## src/rtl/skle_pkg.sv

```systemverilog
// Shared types and command codes for the sorted key list engine.
package skle_pkg;

   localparam int KEY_W   = 32;
   localparam int CMD_W   = 4;
   localparam int COUNT_W = 5;

   typedef enum logic [CMD_W-1:0] {
      CMD_INS_HEAD   = 4'd0,
      CMD_INS_TAIL   = 4'd1,
      CMD_INS_SORTED = 4'd2,
      CMD_REM_HEAD   = 4'd3,
      CMD_REM_TAIL   = 4'd4,
      CMD_REM_KEY    = 4'd5,
      CMD_MEMBER     = 4'd6,
      CMD_ITER_START = 4'd7,
      CMD_ITER_NEXT  = 4'd8
   } cmd_type;

   typedef enum logic [1:0] {
      ST_IDLE,
      ST_EXEC,
      ST_RESP
   } state_type;

   // Commands from the controller to the datapath.
   typedef struct packed {
      logic load;   // capture the incoming item
      logic exec;   // carry out the captured command
   } ctl_type;

endpackage

```

## src/rtl/skle_if.sv

```systemverilog
// Handshake interfaces for the command and result channels.
interface skle_req_if;
   logic        valid;
   logic        ready;
   logic [3:0]  command;
   logic signed [31:0] key;

   modport source (output valid, output command, output key, input ready);
   modport sink   (input valid, input command, input key, output ready);
endinterface

interface skle_rsp_if;
   logic        valid;
   logic        ready;
   logic        ok;
   logic signed [31:0] key_out;
   logic        key_valid;
   logic [4:0]  count;
   logic        empty_res;

   modport source (output valid, output ok, output key_out, output key_valid,
                   output count, output empty_res, input ready);
   modport sink   (input valid, input ok, input key_out, input key_valid,
                   input count, input empty_res, output ready);
endinterface

```

## src/rtl/skle_ctrl.sv

```systemverilog
// Controller state machine: accept, execute, deliver.
module skle_ctrl
   import skle_pkg::*;
(
   input  logic    clock,
   input  logic    reset,
   input  logic    req_valid,
   output logic    req_ready,
   output logic    rsp_valid,
   input  logic    rsp_ready,
   output ctl_type ctl
);

   state_type state_ff, state_in;

   always_ff @(posedge clock) begin
      if (reset) begin
         state_ff <= ST_IDLE;
      end else begin
         state_ff <= state_in;
      end
   end

   always_comb begin
      state_in  = state_ff;
      req_ready = 1'b0;
      rsp_valid = 1'b0;
      ctl       = '0;
      unique case (state_ff)
         ST_IDLE: begin
            req_ready = 1'b1;
            if (req_valid) begin
               ctl.load = 1'b1;
               state_in = ST_EXEC;
            end
         end
         ST_EXEC: begin
            ctl.exec = 1'b1;
            state_in = ST_RESP;
         end
         ST_RESP: begin
            rsp_valid = 1'b1;
            if (rsp_ready) begin
               state_in = ST_IDLE;
            end
         end
         default: begin
            state_in = ST_IDLE;
         end
      endcase
   end

endmodule

```

## src/rtl/skle_dpath.sv

```systemverilog
// Datapath: row of key cells with per-cell compare and shift, plus result registers.
module skle_dpath
   import skle_pkg::*;
#(
   parameter int CAPACITY = 16
)
(
   input  logic                      clock,
   input  logic                      reset,
   input  ctl_type                   ctl,
   input  logic [CMD_W-1:0]          req_command,
   input  logic signed [KEY_W-1:0]   req_key,
   output logic                      rsp_ok,
   output logic signed [KEY_W-1:0]   rsp_key_out,
   output logic                      rsp_key_valid,
   output logic [COUNT_W-1:0]        rsp_count,
   output logic                      rsp_empty_res
);

   localparam int CW = $clog2(CAPACITY + 1);
   localparam int IW = $clog2(CAPACITY);

   logic [CMD_W-1:0]        cmd_ff;
   logic signed [KEY_W-1:0] key_ff;
   logic [KEY_W-1:0]        cells_ff [CAPACITY];
   logic [KEY_W-1:0]        cells_in [CAPACITY];
   logic [CW-1:0]           count_ff, count_in;
   logic [CW-1:0]           iter_pos_ff, iter_pos_in;
   logic                    iter_live_ff, iter_live_in;
   logic                    ok_ff, ok_in;
   logic [KEY_W-1:0]        key_out_ff, key_out_in;
   logic                    key_valid_ff, key_valid_in;

   logic [CAPACITY-1:0] occ, match, ge, pre_match, pre_ge;
   logic [CAPACITY-1:0] ins_after, rem_after;
   logic                found, full, empty, iter_more;
   logic                ins_cmd, do_ins, do_rem;
   logic [IW-1:0]       tail_idx, iter_idx;

   // Per-cell compares against the captured key.
   always_comb begin
      for (int i = 0; i < CAPACITY; i++) begin
         occ[i]   = CW'(i) < count_ff;
         match[i] = occ[i] && (cells_ff[i] == key_ff);
         ge[i]    = occ[i] && ($signed(cells_ff[i]) >= key_ff);
      end
      pre_match[0] = 1'b0;
      pre_ge[0]    = 1'b0;
      for (int i = 1; i < CAPACITY; i++) begin
         pre_match[i] = pre_match[i-1] | match[i-1];
         pre_ge[i]    = pre_ge[i-1] | ge[i-1];
      end
   end

   assign found     = pre_match[CAPACITY-1] | match[CAPACITY-1];
   assign full      = count_ff == CW'(CAPACITY);
   assign empty     = count_ff == '0;
   assign tail_idx  = IW'(count_ff - CW'(1));
   assign iter_idx  = iter_pos_ff[IW-1:0];
   assign iter_more = iter_live_ff && (iter_pos_ff < count_ff);

   // Command decode and next state.
   always_comb begin
      ins_cmd      = 1'b0;
      do_ins       = 1'b0;
      do_rem       = 1'b0;
      ins_after    = '0;
      rem_after    = '0;
      count_in     = count_ff;
      iter_pos_in  = iter_pos_ff;
      iter_live_in = iter_live_ff;
      ok_in        = 1'b0;
      key_out_in   = '0;
      key_valid_in = 1'b0;

      unique case (cmd_type'(cmd_ff)) inside
         CMD_INS_HEAD, CMD_INS_TAIL, CMD_INS_SORTED,
         CMD_REM_HEAD, CMD_REM_TAIL, CMD_REM_KEY: begin
            iter_live_in = 1'b0;
            iter_pos_in  = '0;
         end
         default: begin
         end
      endcase

      unique case (cmd_type'(cmd_ff))
         CMD_INS_HEAD: begin
            ins_cmd   = 1'b1;
            ins_after = '1;
         end
         CMD_INS_TAIL: begin
            ins_cmd   = 1'b1;
            ins_after = ~occ;
         end
         CMD_INS_SORTED: begin
            ins_cmd   = 1'b1;
            ins_after = pre_ge | ge | ~occ;
         end
         CMD_REM_HEAD: begin
            if (!empty) begin
               do_rem       = 1'b1;
               rem_after    = '1;
               key_out_in   = cells_ff[0];
               key_valid_in = 1'b1;
               ok_in        = 1'b1;
               count_in     = count_ff - CW'(1);
            end
         end
         CMD_REM_TAIL: begin
            if (!empty) begin
               key_out_in   = cells_ff[tail_idx];
               key_valid_in = 1'b1;
               ok_in        = 1'b1;
               count_in     = count_ff - CW'(1);
            end
         end
         CMD_REM_KEY: begin
            if (found) begin
               do_rem    = 1'b1;
               rem_after = pre_match | match;
               ok_in     = 1'b1;
               count_in  = count_ff - CW'(1);
            end
         end
         CMD_MEMBER: begin
            ok_in = found;
         end
         CMD_ITER_START: begin
            iter_pos_in  = '0;
            iter_live_in = 1'b1;
            ok_in        = !empty;
         end
         CMD_ITER_NEXT: begin
            if (iter_more) begin
               key_out_in   = cells_ff[iter_idx];
               key_valid_in = 1'b1;
               iter_pos_in  = iter_pos_ff + CW'(1);
               ok_in        = (iter_pos_ff + CW'(1)) < count_ff;
            end
         end
         default: begin
         end
      endcase

      if (ins_cmd && !full) begin
         do_ins   = 1'b1;
         ok_in    = 1'b1;
         count_in = count_ff + CW'(1);
      end
   end

   // Each cell takes the key, its lower neighbor, its upper neighbor, or holds.
   always_comb begin
      for (int i = 0; i < CAPACITY; i++) begin
         cells_in[i] = cells_ff[i];
      end
      if (do_ins && ins_after[0]) begin
         cells_in[0] = key_ff;
      end
      for (int i = 1; i < CAPACITY; i++) begin
         if (do_ins && ins_after[i]) begin
            cells_in[i] = ins_after[i-1] ? cells_ff[i-1] : key_ff;
         end
      end
      for (int i = 0; i < CAPACITY - 1; i++) begin
         if (do_rem && rem_after[i]) begin
            cells_in[i] = cells_ff[i+1];
         end
      end
   end

   always_ff @(posedge clock) begin
      if (reset) begin
         count_ff     <= '0;
         iter_pos_ff  <= '0;
         iter_live_ff <= 1'b0;
      end else if (ctl.exec) begin
         count_ff     <= count_in;
         iter_pos_ff  <= iter_pos_in;
         iter_live_ff <= iter_live_in;
      end
   end

   always_ff @(posedge clock) begin
      if (ctl.load) begin
         cmd_ff <= req_command;
         key_ff <= req_key;
      end
      if (ctl.exec) begin
         cells_ff     <= cells_in;
         ok_ff        <= ok_in;
         key_out_ff   <= key_out_in;
         key_valid_ff <= key_valid_in;
      end
   end

   assign rsp_ok        = ok_ff;
   assign rsp_key_out   = key_out_ff;
   assign rsp_key_valid = key_valid_ff;
   assign rsp_count     = COUNT_W'(count_ff);
   assign rsp_empty_res = count_ff == '0;

endmodule

```

## src/rtl/sorted_key_list_engine.sv

```systemverilog
// Top level of the sorted key list engine: controller, datapath and assertions.
//
// The block keeps a bounded list of up to CAPACITY signed 32-bit keys in a
// row of register cells, entry 0 being the head. Each command item inserts at
// the head, at the tail or in sorted position (before the first entry that is
// not smaller), removes the head, the tail or the first entry equal to a key,
// tests membership, or starts or steps the iterator; every command returns
// exactly one result item with the entry count after the command. Any insert
// or remove, successful or not, resets the iterator. An item is captured at
// the edge that accepts it. The next cycle carries it out, with every cell
// comparing its key and shifting toward its neighbor at once. The result is
// offered from the cycle after that until it is taken. Once it is taken the
// controller returns to idle, where it takes the next item, so the block
// does not take a new item before it is through with the last one. The
// command channel is ready only while the controller is idle, so it is never
// ready while a command is carried out or a result waits. There is no
// clearing pass after reset; cells beyond the entry count may be shifted but
// never reach a compare result or an output.
module sorted_key_list_engine
   import skle_pkg::*;
#(
   parameter int CAPACITY = 16
)
(
   input  logic       clock,
   input  logic       reset,
   skle_req_if.sink   req_ch,
   skle_rsp_if.source rsp_ch
);

   ctl_type ctl;

   // The controller sequences capture, execution and delivery of each item.
   skle_ctrl u_ctrl (
      .clock     (clock),
      .reset     (reset),
      .req_valid (req_ch.valid),
      .req_ready (req_ch.ready),
      .rsp_valid (rsp_ch.valid),
      .rsp_ready (rsp_ch.ready),
      .ctl       (ctl)
   );

   // The datapath holds the cells, the count, the iterator and the result.
   skle_dpath #(
      .CAPACITY (CAPACITY)
   ) u_dpath (
      .clock         (clock),
      .reset         (reset),
      .ctl           (ctl),
      .req_command   (req_ch.command),
      .req_key       (req_ch.key),
      .rsp_ok        (rsp_ch.ok),
      .rsp_key_out   (rsp_ch.key_out),
      .rsp_key_valid (rsp_ch.key_valid),
      .rsp_count     (rsp_ch.count),
      .rsp_empty_res (rsp_ch.empty_res)
   );

`ifndef SYNTHESIS
   // After an item is taken, no new item is taken and no result is shown
   // while the command is being carried out.
   assert property (@(posedge clock) disable iff (reset)
      req_ch.valid && req_ch.ready |=> !req_ch.ready && !rsp_ch.valid)
      else $error("item accepted while previous command in flight");

   // A waiting result always blocks the command channel.
   assert property (@(posedge clock) disable iff (reset)
      rsp_ch.valid |-> !req_ch.ready)
      else $error("command channel ready while result pending");

   // Once a result is taken the block is ready for the next item.
   assert property (@(posedge clock) disable iff (reset)
      rsp_ch.valid && rsp_ch.ready |=> req_ch.ready && !rsp_ch.valid)
      else $error("block not ready after result delivered");

   // Without a key the key field reads zero.
   assert property (@(posedge clock) disable iff (reset)
      rsp_ch.valid && !rsp_ch.key_valid |-> rsp_ch.key_out == '0)
      else $error("key_out nonzero without key_valid");
`endif

endmodule
```

## src/flat_wrapper.sv

```systemverilog
// flat-port wrapper written by rule: the top's interface ports become plain ports
module sorted_key_list_engine_flat import skle_pkg::*;
#(
   parameter int CAPACITY = 16
)
  (clock, reset, req_ch_valid, req_ch_command, req_ch_key, req_ch_ready, rsp_ch_valid, rsp_ch_ok, rsp_ch_key_out, rsp_ch_key_valid, rsp_ch_count, rsp_ch_empty_res, rsp_ch_ready);
  skle_req_if req_ch_i ();
  skle_rsp_if rsp_ch_i ();
  input  logic clock;
  input  logic reset;
  input wire logic [$bits(req_ch_i.valid)-1:0] req_ch_valid;
  input wire logic [$bits(req_ch_i.command)-1:0] req_ch_command;
  input wire logic [$bits(req_ch_i.key)-1:0] req_ch_key;
  output wire logic [$bits(req_ch_i.ready)-1:0] req_ch_ready;
  output wire logic [$bits(rsp_ch_i.valid)-1:0] rsp_ch_valid;
  output wire logic [$bits(rsp_ch_i.ok)-1:0] rsp_ch_ok;
  output wire logic [$bits(rsp_ch_i.key_out)-1:0] rsp_ch_key_out;
  output wire logic [$bits(rsp_ch_i.key_valid)-1:0] rsp_ch_key_valid;
  output wire logic [$bits(rsp_ch_i.count)-1:0] rsp_ch_count;
  output wire logic [$bits(rsp_ch_i.empty_res)-1:0] rsp_ch_empty_res;
  input wire logic [$bits(rsp_ch_i.ready)-1:0] rsp_ch_ready;
  assign req_ch_i.valid = req_ch_valid;
  assign req_ch_i.command = req_ch_command;
  assign req_ch_i.key = req_ch_key;
  assign req_ch_ready = req_ch_i.ready;
  assign rsp_ch_valid = rsp_ch_i.valid;
  assign rsp_ch_ok = rsp_ch_i.ok;
  assign rsp_ch_key_out = rsp_ch_i.key_out;
  assign rsp_ch_key_valid = rsp_ch_i.key_valid;
  assign rsp_ch_count = rsp_ch_i.count;
  assign rsp_ch_empty_res = rsp_ch_i.empty_res;
  assign rsp_ch_i.ready = rsp_ch_ready;
  sorted_key_list_engine #(.CAPACITY(CAPACITY)) u_core (.clock(clock), .reset(reset), .req_ch(req_ch_i), .rsp_ch(rsp_ch_i));
endmodule
```

## config.mk

```make
export PLATFORM = sky130hd
export DESIGN_NAME = sorted_key_list_engine_flat
export DESIGN_NICKNAME = d
export VERILOG_FILES = /design/src/rtl/skle_pkg.sv /design/src/rtl/skle_if.sv /design/src/rtl/skle_ctrl.sv /design/src/rtl/skle_dpath.sv /design/src/rtl/sorted_key_list_engine.sv /design/src/flat_wrapper.sv
export SDC_FILE = /design/constraint.sdc
export NUM_CORES = 2
export LEC_CHECK = 0
export BUFFER_PORTS_ARGS = -buffer_cell sky130_fd_sc_hd__buf_2
export CAP_MARGIN = 15
export CELL_PAD_IN_SITES_DETAIL_PLACEMENT = 1
export CELL_PAD_IN_SITES_GLOBAL_PLACEMENT = 1
export CORE_MARGIN = 8
export CORE_UTILIZATION = 56
export CTS_CLUSTER_SIZE = 12
export DETAILED_ROUTE_END_ITERATION = 6
export MAX_ROUTING_LAYER = met4
export PLACE_DENSITY = 0.95
export SLEW_MARGIN = 10
export SYNTH_ARGS = -nofsm -noshare
export SYNTH_HDL_FRONTEND = slang
export SYNTH_HIERARCHICAL = 1
export SYNTH_SLANG_ARGS = --single-unit
```

## constraint.sdc

```tcl
create_clock -name clock -period 10.1 [get_ports clock]
set_input_delay 0.505 -clock clock [delete_from_list [all_inputs] [get_ports clock]]
set_output_delay 0.505 -clock clock [all_outputs]
set_load 0.1 [all_outputs]
```

# Word-level counts from Yosys, hierarchy flattened
# Index checks and enable logic that the tools add are counted.
word_totals:
  in_bits: 40
  out_inout_bits: 42
  ff_bits: 595
op_classes:
  magnitude_cmp: 36
  n_reduce_logical: 109
  eq_ne: 31
  add_sub_neg: 3
  n_mux: 85
  bitwise_logic: 35
ops:
  columns: ["op", "count"]
  rows:
  - ["two-way mux 32 bit", 52]
  - ["== test 32 bit", 16]
  - ["greater-or-equal comparator 32 bit", 16]
  - ["binary-select mux 32 bit (select 4 bit)", 2]
  - ["one-hot mux 32 bit (3 select lines)", 1]
  - ["logical AND 1 bit", 65]
  - ["one-hot mux 16 bit (3 select lines)", 1]
  - ["< comparator 4 x 5 -> 1 bit (first input constant)", 8]
  - ["AND reduction 2 bit", 18]
  - ["OR 16 bit", 2]
  - ["nonzero test 2 bit", 16]
  - ["two-way mux 15 bit", 2]
  - ["one-hot mux 15 bit (2 select lines)", 1]
  - ["OR 1 bit", 29]
  - ["two-way mux 5 bit", 5]
  - ["< comparator 3 x 5 -> 1 bit (first input constant)", 4]
  - ["one-hot mux 5 bit (2 select lines)", 2]
  - ["== test 4 x 3 -> 1 bit (second input constant)", 4]
  - ["NOT 16 bit", 1]
  - ["OR 15 bit", 1]
  - ["two-way mux 1 bit", 13]
  - ["adder 5 x 1 -> 5 bit (second input constant)", 2]
  - ["greater-or-equal comparator 5 bit (second input constant)", 2]
  - ["< comparator 1 x 5 -> 1 bit (first input constant)", 2]
  - ["other kinds (25)", 34]

# Depth between registers and ports, before layout
logic_depth:
  ltp_word: 22
  ltp_mapped: 17

# By module
# Netlist, hierarchy kept.
by_module_without_submodules:
  columns: ["module", "seq_area_each_um2", "cells_per_inst", "area_per_inst_um2", "n_inst"]
  rows:
  - ["skle_dpath", 17697.0, 4951, 51020.2, 1]
  - ["skle_ctrl", 40.0, 10, 107.6, 1]

# Least setup slack after synthesis
# No wires, ideal clock.
synth_timing:
  kind: "register -> register"
  start: "register u_core.u_dpath.count_ff[0], in the netlist u_core/u_dpath/rsp_count[0]"
  end: "register u_core/u_dpath/cells_ff[288] (netlist name) (enable)"
  arrival_time_ns: 7.456
  setup_time_ns: 0.470
  required_ns: 9.630
  period_less_slack_ns: 7.927
  n_path_buf: 7
  stages_incl_launch_ff: 15
  slack_ns: 2.173
  path_cell_list: "dfxtp_1 -> clkbuf_1 -> buf_1 -> buf_1 -> inv_1 -> ha_1 -> clkbuf_1 -> nand2_1 -> inv_1 -> nor3_1 -> clkbuf_1 -> a21oi_1 -> clkbuf_1 -> buf_1 -> a21boi_0"
synth_via:
  word_cells_on_any_way: 79
  cone_classes: "order compare: 16; eq/ne: 1; mux: 8; bitwise: 24; reduce/logical: 30"
synth_lines:
  columns: ["element", "line", "text"]
  rows:
  - ["from (decl)", "skle_dpath.sv:27", "logic [CW-1:0] count_ff, count_in;"]
  - ["from (signal assigned)", "skle_dpath.sv:178", "count_ff <= count_in;"]
  - ["logical NOT 5 bit *", null, null]
  - ["named net rsp_ch_empty_res", "flat_wrapper.sv:20", "output wire logic [$bits(rsp_ch_i.empty_res)-1:0] rsp_ch_empty_res;"]
  - ["two-way mux 1 bit / two-way mux 15 bit (equally long branches)", "skle_dpath.sv:100", "if (!empty) begin"]
  - ["one-hot mux 1 bit (2 select lines) / one-hot mux 15 bit (2 select lines) (equally long branches)", "skle_dpath.sv:86", "unique case (cmd_type'(cmd_ff))"]
  - ["logical AND 1 bit *", "skle_dpath.sv:166", "if (do_rem && rem_after[i]) begin"]
  - ["nonzero test 2 bit (no source line) *", null, null]
  - ["AND reduction 2 bit (no source line) *", null, null]
  - ["to (signal assigned)", "skle_dpath.sv:190", "cells_ff <= cells_in;"]
  - ["to (decl)", "skle_dpath.sv:25", "logic [KEY_W-1:0] cells_ff [CAPACITY];"]
# Mark *: on every way through the listed nets, which the timed path passes. The rest lies on a longest branch.
# A chain may end at the register's enable or synchronous reset.

# Final worst setup path
layout_timing:
  start: "register u_core.u_dpath.key_ff[27]"
  end: "register u_core/u_dpath/cells_ff[439] (netlist name) (enable)"
layout_via:
  elab_chain_cells: 22
  word_cells_on_any_way: 66
  cone_classes: "order compare: 3; eq/ne: 16; mux: 5; bitwise: 19; reduce/logical: 23"
layout_lines:
  columns: ["element", "line", "text"]
  rows:
  - ["from (decl)", "skle_dpath.sv:24", "logic signed [KEY_W-1:0] key_ff;"]
  - ["from (signal assigned)", "skle_dpath.sv:187", "key_ff <= req_key;"]
  - ["== test 32 bit", "skle_dpath.sv:44", "match[i] = occ[i] && (cells_ff[i] == key_ff);"]
  - ["logical AND 1 bit", "skle_dpath.sv:44", null]
  - ["OR 1 bit (14 in a row)", "skle_dpath.sv:50", "pre_match[i] = pre_match[i-1] | match[i-1];"]
  - ["OR 1 bit", "skle_dpath.sv:55", "assign found = pre_match[CAPACITY-1] | match[CAPACITY-1];"]
  - ["two-way mux 1 bit / two-way mux 15 bit (equally long branches)", "skle_dpath.sv:118", "if (found) begin"]
  - ["one-hot mux 1 bit (2 select lines) / one-hot mux 15 bit (2 select lines) (equally long branches)", "skle_dpath.sv:86", null]
  - ["logical AND 1 bit", "skle_dpath.sv:166", null]
  - ["nonzero test 2 bit (no source line) *", null, null]
  - ["AND reduction 2 bit (no source line) *", null, null]
# Mark *: on every way between the ends. The rest lies on a longest branch, timed or not.

==> summary.md <==
| Metric | Value |
|---|---|
| Status | finished, violations left |
| Failing checks | design-rule violations |
| Synthesized-area fraction occupied by xor and xnor cells | less than 1% |
| M1 GR Usage | 57.7% |
| Clk Tree Root Cell | sky130_fd_sc_hd__clkbuf_16 |
| Met2 Use GR | 65.6% |
| Data arrival time at the worst-slack endpoint | roughly 7400 ps |
| Number of different library cells in the post-synthesis netlist | 85 |
| Commonest non-fill, non-tap cells in the layout | 627 x sky130_fd_sc_hd__nand2_1, 582 x sky130_fd_sc_hd__edfxtp_1, 523 x sky130_fd_sc_hd__ha_1 |
| Area fraction in compound gates after synthesis | about 17% |
| Seq/Total Area, Yosys | between 30% and 40% |
| Effective utilization at floorplan | a little under three fifths |
| Unrepaired setup endpoints after global routing | no |
| Achievable Freq | roughly 140 MHz |
| Cell count of the worst reg-to-reg path | 13 |
| Total leakage power | around 20 nW |
| Final setup violation count | 0 |
| Depth of the worst hold-timing path | 1 |
| Max H-tree Level | 3 |
| Total routing resource utilization after global routing | a little under half |
| DR vias/cell | just over 8 |
| Number of clock sinks | 595 |
| Maximum fanout encountered on the critical timing path | 17 |
| Slowest cell delay on critical path | 1050 ps |
| Endpoint with the worst hold slack | u_core/u_dpath/cmd_ff[2] |
| Number of design-rule violations left by the first detailed-router iteration | between 8,000 and 9,000 |
| Max Clock Skew | 34.2 ps |
| Combined buffer and inverter count along the critical path | 4 |
| Total Negative Setup Slacks | 0 ps |
| Total global routing overflow | 0 |
| Overall die width | 318 um |
| Main area contributors after synthesis | sky130_fd_sc_hd__edfxtp_1 34%, sky130_fd_sc_hd__ha_1 13%, sky130_fd_sc_hd__mux4_2 13% |
| VDD IR max | around 0.11 mV |
| Total Die Area | ~100,000 um^2 |
| WL per Instance | 40.0 um |
| Routed Antenna Nets | 0 |
| Category of the worst setup path capture point | flop |
| Synth async-reset ratio | 0% |
| Total of max-cap violations | 0 |
| Hold Slack | around 5.5 ps |
| Synthesized instance count | roughly 5,000 |
| Worst setup slack before clock tree synthesis | ~3500 ps |
| Internal reg-to-reg setup slack | about 3000 ps |
| Die boundary height | 318 um |
| Highest-utilization routing layer at the global route stage | met2 |
| Post-cts gate resize count | 0 |
| Global-route wire length before repair | 351,000 um |
| Total CTS buffers | 74 |
| Post-layout net count | 5,437 |
| Worst slew margin relative to its limit | under 10% |
| Setup bufs post-CTS | 0 |
| Global-route met3 utilization | 21.9% |
| Leading cell type in the layout, fill and taps excluded | sky130_fd_sc_hd__nand2_1 |
| Cell type of the slowest stage on the worst timing path | sky130_fd_sc_hd__edfxtp_1 |
| Period utilisation layout | a little over two thirds |
| Synthesized cell area | between 50,000 and 60,000 um^2 |
| Post-Route WL | between 200,000 and 250,000 um |
| Combined flip-flop and latch cell area | around 18,000 um^2 |
| Number of core rows | around 110 |
| Port bufs | between 80 and 90 |
| Multiplexer share of the synthesized area | roughly a fifth |
| Dominant combinational cell family by area after synthesis | multiplexers |
| Worst reg2reg startpoint | u_core/u_dpath/key_ff[27] |
| Main synth FF type | sky130_fd_sc_hd__edfxtp_1 |
| Max Buffers Root-to-Sink | 3 |
| Worst setup SP type | flop |
| Boundary pin count | between 80 and 90 |
| Number of DRC violations after detailed routing | 3 |
| Layout fillers | 9,642 |
| Dominant cell type by area after synthesis | sky130_fd_sc_hd__edfxtp_1 |
| PwrDens | roughly 130 nW/um^2 |
| Flip-flop and latch count after synthesis | a little under 600 |
| Final Hold Vio Count | 0 |
| Initial antenna violation count | 17 |
| Yosys warning count | 6 |
| Critical register-to-register path endpoint | u_core/u_dpath/cells_ff[439] |
| Crit-path cells | inv_1 > buf_4 > ha_1 > nand4_1 > nor4_1 > nand4_1 > nand4_1 > nor4_1 > buf_4 > a31oi_1 > a21oi_4 > a21boi_4 > buf_4 |
| Detailed-route via count | 50,380 |
| Transition at the pin with the smallest max-transition slack | approximately 1400 ps |
| Top-area cell type share of the netlist area | 34.2% |
| Router iterations before antenna repair | 7 |
| Vias in the first global route | approximately 50,000 |
| Post-synthesis share of cell area spent on and, or, nand and nor gates | 12.8% |
| Post-layout minimum cycle time | roughly 7000 ps |
| Number of nets in the synthesized netlist | 5,525 |
| TritonCTS clock tree | yes |
| Ratio of cells with drive above 1 in the final layout | 16.2% |
| Synth-to-Final Area Change | 8.81% |
| Maximum number of pins on one net before global-route repair | 74 |
| Hold Startpoint | req_ch_command[2] |
| Required arrival time at the worst endpoint | about 10,000 ps |
| Core area | ~91,000 um^2 |
| Routability-driven placement congestion ratio | about 1.1 |
| Number of flops mapped to enable cells by yosys | ~580 |
| Multi-input gate area in the final layout | 31,900 um^2 |
| Path type of the worst setup path | flop to flop |
| Clk slew on worst S/H paths | approximately 60 ps |
| Avg Cell Area, Syn | between 10 and 15 um^2 |
| Smallest setup slack after layout | around 3100 ps |
| Worst path top cell family by delay | simple AND/OR/NAND/NOR gates |
| Class of the tightest hold or removal check | input port to flop |
| Worst-skew pair later-pin latency | slightly below 700 ps |
| Post-synthesis share of cell area spent on full adders, half adders and majority gates | about an eighth |
| Hpwl dp | 166,000 um |
| Final-report max-slew violation count | 0 |
[metrics by stage]
stage	cells	cell area (um^2)	power (mW)	util (%)
final	6131	55600	7.09	61.1
after global routing	6129	55600	7.18	61.1
after CTS	6099	55400	6.97	60.8
after detailed placement	5968	53100	4.26	58.3
after global placement	5968	53100	4.18	58.3
after floorplan	4961	51100	3.75	-
[synthesized netlist by cell type, types with 62 or more instances]
| cell | number |
|---|---|
| sky130_fd_sc_hd__nand3_1 | 101 |
| sky130_fd_sc_hd__clkbuf_1 | 333 |
| sky130_fd_sc_hd__inv_1 | 146 |
| sky130_fd_sc_hd__mux2i_1 | 197 |
| sky130_fd_sc_hd__a21oi_1 | 238 |
| sky130_fd_sc_hd__o211ai_1 | 150 |
| sky130_fd_sc_hd__mux4_2 | 288 |
| sky130_fd_sc_hd__edfxtp_1 | 582 |
| sky130_fd_sc_hd__mux2_2 | 94 |
| sky130_fd_sc_hd__nor2b_1 | 62 |
| sky130_fd_sc_hd__nand3b_1 | 67 |
| sky130_fd_sc_hd__a21o_1 | 69 |
| sky130_fd_sc_hd__nand4_1 | 122 |
| sky130_fd_sc_hd__ha_1 | 524 |
| sky130_fd_sc_hd__nand2_1 | 630 |
| sky130_fd_sc_hd__o21ai_0 | 426 |
| sky130_fd_sc_hd__nor2_1 | 259 |
| sky130_fd_sc_hd__a31oi_1 | 108 |
[kinds of logic (layout without fill, tap and decap cells)]
family / count (synthesis) / count (layout)
AO/OA/AOI/OAI: 1310 / 1310
XOR/XNOR: 14 / 14
adder cells (fa/ha/maj): 525 / 525
buffers and inverters: 541 / 507
flip-flops: 595 / 595
multiplexers: 579 / 579
other: 0 / 18
AND/OR/NAND/NOR: 1397 / 1397
[area by class of cell]
cell class	instances	share of cell area (%)
sequential	595	31.9
inverter	147	0.992
timing repair buffer	230	2.80
clock inverter	42	0.735
multi-input combinational	3825	57.4
antenna	18	0.0810
tap	1186	2.67
clock buffer	88	3.46
[registers in the layout, summed over array words and instances, names as in the netlist, 2 cells and up]
signal	count
u_core/u_ctrl/state_ff	2
u_core/u_dpath/key_ff	32
u_core/u_dpath/rsp_count	5
u_core/u_dpath/cells_ff	512
u_core/u_dpath/rsp_key_out	32
u_core/u_dpath/cmd_ff	4
u_core/u_dpath/iter_pos_ff	5
[power breakdown]
part           switching, mW  internal (mW)  total, mW
clock network           1.20           1.56       2.76
registers             0.0705           2.79       2.86
logic                  0.986          0.485       1.47
[metal layers]
layer / vias up / wire length (um)
met2: 4921 / 100000
met3: 1374 / 42900
met1: 24789 / 83800
li1: 19296 / -
met4: 0 / 18100
met5: - / 0
[timing repair]
action                                  4_1_cts  5_1_grt
endpoints found under the setup margin        0        0
hold buffers                                  1       13
endpoints found under the hold margin         1       13
[worst max path at each step]
stage / startpoint / endpoint / slack [ps] / cells past startpoint
after global routing: u_core/u_dpath/key_ff[19] / u_core/u_dpath/cells_ff[84] / 3080 / 14
after global placement: u_core/u_dpath/key_ff[19] / u_core/u_dpath/cells_ff[95] / 3610 / 14
final: u_core/u_dpath/key_ff[27] / u_core/u_dpath/cells_ff[439] / 3080 / 13
after floorplan: u_core/u_dpath/rsp_count[0] / u_core/u_dpath/cells_ff[288] / 2170 / 14
after detailed placement: u_core/u_dpath/key_ff[27] / u_core/u_dpath/cells_ff[84] / 3490 / 13
after CTS: u_core/u_dpath/key_ff[27] / u_core/u_dpath/cells_ff[84] / 3450 / 13
Power figures use the tool's default switching activity.
